--- src/rtl/can_bts_pkg.sv ---
package can_bts_pkg;

  // Field and register widths.
  localparam int unsigned CLK_W  = 28;
  localparam int unsigned RATE_W = 20;
  localparam int unsigned ACH_W  = 21;
  localparam int unsigned SJW_W  = 2;
  localparam int unsigned PCT_W  = 7;

  // Half the oscillator clock fits in one bit less than the clock itself.
  localparam int unsigned DIV_W  = CLK_W - 1;

  // Signed working width of the segment split; covers every allowed limit.
  localparam int unsigned SEG_W  = 8;

  localparam logic [ACH_W-1:0] RATE_SAT = ACH_W'(2000000);
  localparam int unsigned      CAND_MIN = 4;

  // x / 100 equals (x * 1311) >> 17 for every x below 4681, which covers the
  // largest percent times the largest bit length.
  localparam int unsigned      PCT_RECIP       = 1311;
  localparam int unsigned      PCT_RECIP_SHIFT = 17;

  // Configuration register indexes.
  localparam logic [1:0] CFG_CLOCK_HZ   = 2'd0;
  localparam logic [1:0] CFG_SJW        = 2'd1;
  localparam logic [1:0] CFG_SAMPLE_PCT = 2'd2;
  localparam logic [1:0] CFG_TRIPLE     = 2'd3;

  localparam logic STATUS_OK   = 1'b0;
  localparam logic STATUS_FAIL = 1'b1;

  typedef enum logic [3:0] {
    ST_IDLE,
    ST_DIV1,
    ST_WAIT1,
    ST_DIV2,
    ST_WAIT2,
    ST_NEXT,
    ST_JUDGE,
    ST_OUT
  } bts_state_e;

  typedef struct packed {
    logic [2:0] seg2;
    logic [3:0] seg1;
  } seg_t;

endpackage

--- src/rtl/can_bts_div.sv ---
module can_bts_div
  import can_bts_pkg::*;
#(
  parameter int unsigned DW = 27
) (
  input  logic          clk_i,
  input  logic          rst_ni,
  input  logic          start_i,
  input  logic [DW-1:0] dividend_i,
  input  logic [DW-1:0] divisor_i,
  output logic          busy_o,
  output logic          done_o,
  output logic [DW-1:0] quotient_o
);

  localparam int unsigned CNT_W = $clog2(DW + 1);

  logic [DW-1:0]    quo_q, quo_d;
  logic [DW-1:0]    rem_q, rem_d;
  logic [DW-1:0]    dsr_q;
  logic [CNT_W-1:0] cnt_q;
  logic             busy_q, done_q;
  logic [DW:0]      shifted;
  logic [DW:0]      diff;

  // One restoring step: bring down the next dividend bit and try a subtract.
  always_comb begin
    shifted = {rem_q, quo_q[DW-1]};
    diff    = shifted - {1'b0, dsr_q};
    if (diff[DW]) begin
      rem_d = shifted[DW-1:0];
      quo_d = {quo_q[DW-2:0], 1'b0};
    end else begin
      rem_d = diff[DW-1:0];
      quo_d = {quo_q[DW-2:0], 1'b1};
    end
  end

  always_ff @(posedge clk_i or negedge rst_ni) begin
    if (!rst_ni) begin
      busy_q <= 1'b0;
      done_q <= 1'b0;
      cnt_q  <= '0;
    end else begin
      done_q <= 1'b0;
      if (start_i) begin
        busy_q <= 1'b1;
        cnt_q  <= CNT_W'(DW);
      end else if (busy_q) begin
        cnt_q <= cnt_q - CNT_W'(1);
        if (cnt_q == CNT_W'(1)) begin
          busy_q <= 1'b0;
          done_q <= 1'b1;
        end
      end
    end
  end

  always_ff @(posedge clk_i) begin
    if (start_i) begin
      quo_q <= dividend_i;
      rem_q <= '0;
      dsr_q <= divisor_i;
    end else if (busy_q) begin
      quo_q <= quo_d;
      rem_q <= rem_d;
    end
  end

  assign busy_o     = busy_q;
  assign done_o     = done_q;
  assign quotient_o = quo_q;

endmodule

--- src/rtl/can_bts_seg.sv ---
module can_bts_seg
  import can_bts_pkg::*;
#(
  parameter int unsigned SEG1_MAX = 15,
  parameter int unsigned SEG2_MAX = 7,
  parameter int unsigned QW       = 5
) (
  input  logic [QW-1:0]    quanta_i,
  input  logic [SEG_W-1:0] pct_quot_i,
  output seg_t             seg_o
);

  localparam logic signed [SEG_W-1:0] S1_MAX = SEG_W'(SEG1_MAX);
  localparam logic signed [SEG_W-1:0] S2_MAX = SEG_W'(SEG2_MAX);
  localparam logic signed [SEG_W-1:0] TWO    = SEG_W'(2);

  logic signed [SEG_W-1:0] len;
  logic signed [SEG_W-1:0] s1;
  logic signed [SEG_W-1:0] s2;

  always_comb begin
    len = $signed(SEG_W'(quanta_i)) - SEG_W'(1);
    s2  = len - $signed(pct_quot_i);
    if (s2 < 0) begin
      s2 = '0;
    end
    if (s2 > S2_MAX) begin
      s2 = S2_MAX;
    end
    s1 = len - s2 - TWO;
    // Segment 1 out of range pins it and hands the remainder to segment 2.
    if (s1 > S1_MAX) begin
      s1 = S1_MAX;
      s2 = len - s1 - TWO;
    end else if (s1 < 0) begin
      s1 = '0;
      s2 = len - TWO;
    end
    if (s2 < 0) begin
      s2 = '0;
    end
    if (s2 > S2_MAX) begin
      s2 = S2_MAX;
    end
    seg_o.seg2 = s2[2:0];
    seg_o.seg1 = s1[3:0];
  end

endmodule

--- src/rtl/can_bit_timing_search.sv ---
// CAN bit-timing search.
// A request on the input channel carries a bit rate (bit_rate_i), taken when
// in_valid_i is high and in_stall_o is low. The block then tries every bit
// length in turn, with the prescaler rounded down and rounded up, against half
// the configured oscillator clock, and answers with one result: the two timing
// bytes, the rate actually reached and a status bit (1 when the rate cannot be
// met within ten percent, with all other fields zero).
// Both divisions of a candidate go through one restoring divider of 27 steps.
// A candidate whose prescaler does not fit skips the second division, and all
// 46 candidates are always tried before out_valid_o rises; a zero rate is
// answered in the cycle after its acceptance.
// One request is worked on at a time; in_stall_o is high from acceptance until
// the result has been taken, and the next request can be taken in the cycle after.
// The result waits in its output registers with out_valid_o high for as long
// as out_stall_i is high; nothing else moves meanwhile.
// Configuration registers are written through cfg_we_i, cfg_idx_i and
// cfg_wdata_i, and should only be written while no request is in progress.
// Reset returns the registers to a 16 MHz clock, jump width 0, sample point 75
// percent, single sampling, and leaves the block idle.
module can_bit_timing_search
  import can_bts_pkg::*;
#(
  parameter int unsigned SEG1_MAX     = 15,
  parameter int unsigned SEG2_MAX     = 7,
  parameter int unsigned PRESCALE_MAX = 64
) (
  input  logic              clk_i,
  input  logic              rst_ni,
  input  logic              cfg_we_i,
  input  logic [1:0]        cfg_idx_i,
  input  logic [CLK_W-1:0]  cfg_wdata_i,
  input  logic              in_valid_i,
  output logic              in_stall_o,
  input  logic [RATE_W-1:0] bit_rate_i,
  output logic              out_valid_o,
  input  logic              out_stall_i,
  output logic [7:0]        timing_byte0_o,
  output logic [7:0]        timing_byte1_o,
  output logic [ACH_W-1:0]  achieved_rate_o,
  output logic              status_o
);

  localparam int unsigned CAND_MAX = (SEG2_MAX + SEG1_MAX + 2) * 2 + 1;
  localparam int unsigned CW       = $clog2(CAND_MAX + 1);
  localparam int unsigned QW       = $clog2(SEG1_MAX + SEG2_MAX + 4);
  localparam int unsigned PW       = $clog2(PRESCALE_MAX + 1);
  localparam int unsigned EW       = DIV_W + 4;
  localparam int unsigned PSW      = PCT_RECIP_SHIFT + SEG_W;

  // Configuration registers.
  logic [CLK_W-1:0] clock_q;
  logic [SJW_W-1:0] sjw_q;
  logic [PCT_W-1:0] pct_q;
  logic             triple_q;

  always_ff @(posedge clk_i or negedge rst_ni) begin
    if (!rst_ni) begin
      clock_q  <= CLK_W'(16000000);
      sjw_q    <= '0;
      pct_q    <= PCT_W'(75);
      triple_q <= 1'b0;
    end else if (cfg_we_i) begin
      unique case (cfg_idx_i)
        CFG_CLOCK_HZ:   clock_q  <= cfg_wdata_i;
        CFG_SJW:        sjw_q    <= cfg_wdata_i[SJW_W-1:0];
        CFG_SAMPLE_PCT: pct_q    <= cfg_wdata_i[PCT_W-1:0];
        CFG_TRIPLE:     triple_q <= cfg_wdata_i[0];
        default:        ;
      endcase
    end
  end

  bts_state_e state_q, state_d;

  logic [RATE_W-1:0] rate_q;
  logic [DIV_W-1:0]  half_q;
  logic [CW-1:0]     cand_q;
  logic [PW-1:0]     div_q;
  logic              found_q;
  logic [DIV_W-1:0]  best_err_q;
  logic [QW-1:0]     best_quanta_q;
  logic [5:0]        best_div_q;
  logic [DIV_W-1:0]  win_rate_q;
  logic [7:0]        byte0_q, byte1_q;
  logic [ACH_W-1:0]  ach_q;
  logic              status_q;

  logic              in_accept;
  logic [QW-1:0]     quanta;
  logic [DIV_W:0]    presc;
  logic              presc_bad;
  logic [DIV_W-1:0]  rate_ext;
  logic [DIV_W-1:0]  err;
  logic              judge_fail;
  logic [EW-1:0]     err_x10;
  logic [PCT_W+QW-1:0] pct_prod;
  logic [PSW-1:0]    pct_scaled;
  logic [SEG_W-1:0]  pct_quot;

  logic              div_start;
  logic [DIV_W-1:0]  div_dividend;
  logic [DIV_W-1:0]  div_divisor;
  logic              div_busy;
  logic              div_done;
  logic [DIV_W-1:0]  div_quot;
  seg_t              seg;

  assign in_accept = in_valid_i && (state_q == ST_IDLE);
  assign quanta    = QW'(cand_q >> 1) + QW'(1);
  assign presc     = {1'b0, div_quot} + (DIV_W+1)'(cand_q[0]);
  assign presc_bad = (presc == '0) || (presc > (DIV_W+1)'(PRESCALE_MAX));
  assign rate_ext  = DIV_W'(rate_q);
  assign err       = (div_quot > rate_ext) ? div_quot - rate_ext : rate_ext - div_quot;
  assign err_x10   = {1'b0, best_err_q, 3'b000} + {3'b000, best_err_q, 1'b0};
  // rate / err < 10 is the same test as rate < 10 * err.
  assign judge_fail = !found_q || (EW'(rate_q) < err_x10);

  // Sample-point product divided by 100 through a reciprocal multiplication.
  assign pct_prod   = pct_q * best_quanta_q;
  assign pct_scaled = PSW'(pct_prod) * PSW'(PCT_RECIP);
  assign pct_quot   = pct_scaled[PCT_RECIP_SHIFT +: SEG_W];

  always_ff @(posedge clk_i or negedge rst_ni) begin
    if (!rst_ni) begin
      state_q <= ST_IDLE;
    end else begin
      state_q <= state_d;
    end
  end

  always_comb begin
    state_d      = state_q;
    div_start    = 1'b0;
    div_dividend = half_q;
    div_divisor  = DIV_W'(quanta * rate_q);
    unique case (state_q)
      ST_IDLE: begin
        if (in_accept) begin
          state_d = (bit_rate_i == '0) ? ST_OUT : ST_DIV1;
        end
      end
      ST_DIV1: begin
        div_start = 1'b1;
        state_d   = ST_WAIT1;
      end
      ST_WAIT1: begin
        if (div_done) begin
          state_d = presc_bad ? ST_NEXT : ST_DIV2;
        end
      end
      ST_DIV2: begin
        div_start   = 1'b1;
        div_divisor = DIV_W'(div_q * quanta);
        state_d     = ST_WAIT2;
      end
      ST_WAIT2: begin
        if (div_done) begin
          state_d = ST_NEXT;
        end
      end
      ST_NEXT: begin
        state_d = (cand_q == CW'(CAND_MAX)) ? ST_JUDGE : ST_DIV1;
      end
      ST_JUDGE: begin
        state_d = ST_OUT;
      end
      ST_OUT: begin
        if (!out_stall_i) begin
          state_d = ST_IDLE;
        end
      end
      default: state_d = ST_IDLE;
    endcase
  end

  always_ff @(posedge clk_i) begin
    unique case (state_q)
      ST_IDLE: begin
        if (in_accept) begin
          rate_q   <= bit_rate_i;
          half_q   <= clock_q[CLK_W-1:1];
          cand_q   <= CW'(CAND_MIN);
          found_q  <= 1'b0;
          byte0_q  <= '0;
          byte1_q  <= '0;
          ach_q    <= '0;
          status_q <= STATUS_FAIL;
        end
      end
      ST_WAIT1: begin
        if (div_done) begin
          div_q <= presc[PW-1:0];
        end
      end
      ST_WAIT2: begin
        // A tie goes to the later candidate.
        if (div_done && (!found_q || err <= best_err_q)) begin
          found_q       <= 1'b1;
          best_err_q    <= err;
          best_quanta_q <= quanta;
          best_div_q    <= 6'(div_q - PW'(1));
          win_rate_q    <= div_quot;
        end
      end
      ST_NEXT: begin
        cand_q <= cand_q + CW'(1);
      end
      ST_JUDGE: begin
        if (!judge_fail) begin
          byte0_q  <= {sjw_q, best_div_q};
          byte1_q  <= {triple_q, seg.seg2, seg.seg1};
          ach_q    <= (win_rate_q > DIV_W'(RATE_SAT)) ? RATE_SAT : win_rate_q[ACH_W-1:0];
          status_q <= STATUS_OK;
        end
      end
      default: ;
    endcase
  end

  can_bts_div #(
    .DW(DIV_W)
  ) u_div (
    .clk_i      (clk_i),
    .rst_ni     (rst_ni),
    .start_i    (div_start),
    .dividend_i (div_dividend),
    .divisor_i  (div_divisor),
    .busy_o     (div_busy),
    .done_o     (div_done),
    .quotient_o (div_quot)
  );

  can_bts_seg #(
    .SEG1_MAX (SEG1_MAX),
    .SEG2_MAX (SEG2_MAX),
    .QW       (QW)
  ) u_seg (
    .quanta_i   (best_quanta_q),
    .pct_quot_i (pct_quot),
    .seg_o      (seg)
  );

  assign in_stall_o      = (state_q != ST_IDLE);
  assign out_valid_o     = (state_q == ST_OUT);
  assign timing_byte0_o  = byte0_q;
  assign timing_byte1_o  = byte1_q;
  assign achieved_rate_o = ach_q;
  assign status_o        = status_q;

  a_no_accept_while_result: assert property (
    @(posedge clk_i) disable iff (!rst_ni) out_valid_o |-> in_stall_o
  ) else $error("request accepted while a result is pending");

  a_divider_idle: assert property (
    @(posedge clk_i) disable iff (!rst_ni) (state_q == ST_IDLE) |-> !div_busy
  ) else $error("divider busy while the block is idle");

  a_fail_clears_fields: assert property (
    @(posedge clk_i) disable iff (!rst_ni)
      (out_valid_o && status_o) |->
        (timing_byte0_o == '0 && timing_byte1_o == '0 && achieved_rate_o == '0)
  ) else $error("failed result carries non-zero fields");

  a_success_has_rate: assert property (
    @(posedge clk_i) disable iff (!rst_ni)
      (out_valid_o && !status_o) |-> (achieved_rate_o != '0)
  ) else $error("successful result with zero achieved rate");

endmodule
--- config.mk ---
export PLATFORM = sky130hd
export DESIGN_NAME = can_bit_timing_search
export DESIGN_NICKNAME = d
export VERILOG_FILES = /design/src/rtl/can_bts_pkg.sv /design/src/rtl/can_bts_div.sv /design/src/rtl/can_bts_seg.sv /design/src/rtl/can_bit_timing_search.sv
export SDC_FILE = /design/constraint.sdc
export NUM_CORES = 1
export LEC_CHECK = 0
export ABC_CLOCK_PERIOD_IN_PS = 17260
export BUFFER_PORTS_ARGS = -buffer_cell sky130_fd_sc_hd__buf_4
export CAP_MARGIN = 0
export CELL_PAD_IN_SITES_DETAIL_PLACEMENT = 1
export CELL_PAD_IN_SITES_GLOBAL_PLACEMENT = 2
export CORE_UTILIZATION = 41
export CTS_BUF_LIST = sky130_fd_sc_hd__clkbuf_16
export DETAILED_ROUTE_END_ITERATION = 16
export GPL_TIMING_DRIVEN = 0
export PLACE_DENSITY_LB_ADDON = 0.3
export SYNTH_ARGS = -nofsm -noshare
export SYNTH_HDL_FRONTEND = slang
export SYNTH_SLANG_ARGS = --single-unit
--- constraint.sdc ---
create_clock -name clk_i -period 17.26 [get_ports clk_i]
set_clock_uncertainty 0.2 [all_clocks]
set_input_delay 1.726 -clock clk_i [delete_from_list [all_inputs] [get_ports clk_i]]
set_output_delay 1.726 -clock clk_i [all_outputs]
set_load 0.01 [all_outputs]
==> results.py <==
metrics = {
    "run_status": {
        "status": "completed",
    },
    "grt": {
        "grt_overflow": 0,
        "grt_pass1_vias": 22329,
        "grt_max_degree": 48,
        "grtUsageTotal": 0.2593,
        "antenna_found_initial": 2,
        "grt_pass1_wl_mm": 128.7,
    },
    "worst_hold_path": {
        "hold_path_class": "reg2reg",
        "whs_path_depth": 0,
    },
    "clock_network": {
        "tritoncts": "yes",
        "clk_path_buf_depth": 3,
        "cts-root-buf": "clkbuf_16",
        "ctsResizeCount": 0,
        "hold_buffers": 0,
        "clock_latency_ns": 0.57,
        "cts.sinks": 290,
        "postCtsSetupBuffers": 0,
        "clk_pin_slew_ns": 0.07,
        "h-tree-depth": 2,
        "numCtsBuffers": 37,
    },
    "logic_synthesis": {
        "ys_types": 84,
        "netlist_area_um2": 25940,
        "ys.flop_type": "edfxtp_1",
        "synth_edf_count": 216,
        "yosys_warnings": 0,
        "netlist_instances": 2745,
        "synth_area_leaders": "edfxtp_1, ha_1, fa_1",
        "synth_commonest_cells": "ha_1, inv_1, nand2_1, edfxtp_1, nor2_1",
        "async_flop_share": 0.1621,
        "ys_seq_area_frac": 0.3167,
        "yosysTopAreaCellShare": 0.2500,
        "synth-seq-cells": 290,
        "syn_area_per_cell_um2": 9.450,
        "post-synth-top-area-cell": "edfxtp_1",
        "yosysMostFrequentCell": "ha_1",
    },
    "critical_path": {
        "crit_arrival_ns": 13.97,
        "crit_end": "timing_byte1_o[6]",
        "r2r-start": "best_quanta_q[3]",
        "crit_cells": 52,
        "crit_path_max_incr_delay_ns": 0.56,
        "crit_required_ns": 17.36,
        "critPathLaunch": "best_quanta_q[3]",
        "cp_max_fo": 10,
        "worst_path_dominant_cell_family": "adder cells",
        "r2r_cells": 52,
        "worst_setup_path_start_kind": "register",
        "end_kind": "register",
        "worstSetupPathType": "reg2reg",
        "reg2reg_slack_ns": 3.38,
        "critPathBufInv": 5,
        "rr_endpoint": "timing_byte1_o[6]",
        "cpMostUsedCell": "fa_1",
        "cp_slowest_cell": "fa_1",
    },
    "route": {
        "vias": 20901,
        "drc": 0,
        "drt_pass1_iterations": 5,
        "post_drt_via_cell_ratio": 5.574,
        "drt_iter0_drc": 1089,
        "ant_nets": 0,
        "routed_wl_mm": 81.96,
        "wire_per_inst_um": 21.86,
    },
    "sta": {
        "fin_crit_sh": 0.8039,
        "timing.slew.headroom": 0.07137,
        "hold_viol": 0,
        "finalCriticalPeriod_ns": 13.88,
        "rsz0062_at_grt": "no",
        "worstMarginPinSlew_ns": 1.382,
        "fin_ws_ns": 3.384,
        "slew_viol_final": 0,
        "fin_tns_setup_ns": 0,
        "max_clock_freq_mhz": 72.07,
        "hold_slack_ns": 0.2411,
        "setup_viol": 0,
    },
    "cells_and_area": {
        "num-fill-cells": 7159,
        "fin_nets": 3398,
        "register_area_um2": 8217,
        "drive_gt1_frac": 0.08136,
        "multiInputGateArea_um2": 16170,
        "areaGrowthSynthToFinish_pct": 12.08,
        "n_antenna_cell": 0,
    },
    "floorplanning": {
        "start_util": 0.4180,
        "fp.dieW_um": 253.5,
        "die-area_um2": 64280,
        "core_area_um2": 62050,
        "die_h_um": 253.5,
        "floorplan.io_pins": 95,
        "rows": 91,
    },
    "placed_design": {
        "dp_slack_ns": 3.375,
        "gp_congestion": 0.9408,
        "port_buffers": 94,
        "dp_hpwl_mm": 66.19,
    },
    "run": {
        "maxCapViolations": 0,
    },
}
how the worst min path moves through the flow:
| stage | slack [ns] | endpoint | startpoint |
|---|---|---|---|
| finish | 0.24 | div_dividend[24] | clock_q[25] |
| global route | 0.25 | win_rate_q[23] | u_div.quotient_o[23] |
| CTS | 0.25 | div_dividend[24] | clock_q[25] |
| detailed placement | 0.23 | div_dividend[25] | clock_q[26] |
| global placement | 0.23 | win_rate_q[23] | u_div.quotient_o[23] |
| floorplan | 0.22 | win_rate_q[23] | u_div.quotient_o[23] |
placed cells by master, fill, tap and decap left out, drive strengths merged, types with 105 or more instances in the layout:
master / count
a21oi: 160
and2: 105
buf: 114
clkbuf: 109
edfxtp: 216
fa: 128
ha: 331
inv: 331
nand2: 256
nor2: 170
o21ai: 152
worst reg2reg max path: cells and delay by family, from the launching register on:
kind                     cells  cell delay, ns
flip-flops                   1            0.45
buffers and inverters        5            0.55
AND/OR/NAND/NOR              7            1.07
AO/OA/AOI/OAI               22            4.03
XOR/XNOR                     4            1.41
adder cells (fa/ha/maj)     14            5.87
per-stage QoR:
stage          std cells  utilization  cell area, µm²
2_1_floorplan       2747            -           25950
3_3_place_gp        3678       0.4464           27700
3_5_place_dp        3682       0.4480           27800
4_1_cts             3750       0.4686           29080
5_1_grt             3750       0.4686           29080
6_report            3750       0.4686           29080
per-layer routing:
| metal | global-route usage | up-vias | routed length [µm] |
|---|---|---|---|
| li1 | - | 9868 | - |
| met1 | 0.3373 | 10616 | 37370 |
| met2 | 0.4658 | 336 | 40950 |
| met3 | 0.02059 | 81 | 2157 |
| met4 | 0.05766 | 0 | 1483 |
| met5 | 0 | - | 0 |
final cells by class:
| cell class | instances | share of cell area |
|---|---|---|
| Multi-Input combinational cell | 2043 | 0.5562 |
| Sequential cell | 290 | 0.2826 |
| Inverter | 326 | 0.04209 |
| Tap cell | 837 | 0.03602 |
| Clock buffer | 37 | 0.03184 |
| Timing Repair Buffer | 98 | 0.02702 |
| Buffer | 88 | 0.01226 |
| Clock inverter | 31 | 0.01196 |
sequential cells by signal, summed over array words and instances, names as in the netlist, 8 cells and up:
signal,flops
u_div.dsr_q,25
timing_byte0_o,8
clock_q,27
timing_byte1_o,8
u_div.quotient_o,27
win_rate_q,27
rate_q,20
best_err_q,27
u_div.rem_q,27
achieved_rate_o,21
div_dividend,27
cell families (layout without fill, tap and decap cells):
kind of cell | count (synthesis) | in the layout | synth area share
other | 2 | 4 | 0.0002895
DFF | 290 | 290 | 0.3167
buffers and inverters | 414 | 580 | 0.06087
and+or+nand+nor | 794 | 794 | 0.1493
adders and majority gates | 459 | 459 | 0.2584
xor gates and xnor gates | 136 | 136 | 0.04592
muxes | 50 | 50 | 0.02117
AOI/OAI and AO/OA | 600 | 600 | 0.1473
Power is left out: the tool's default activity adds up to more than one toggle a clock period on the data nets, which glitch-free logic cannot reach.
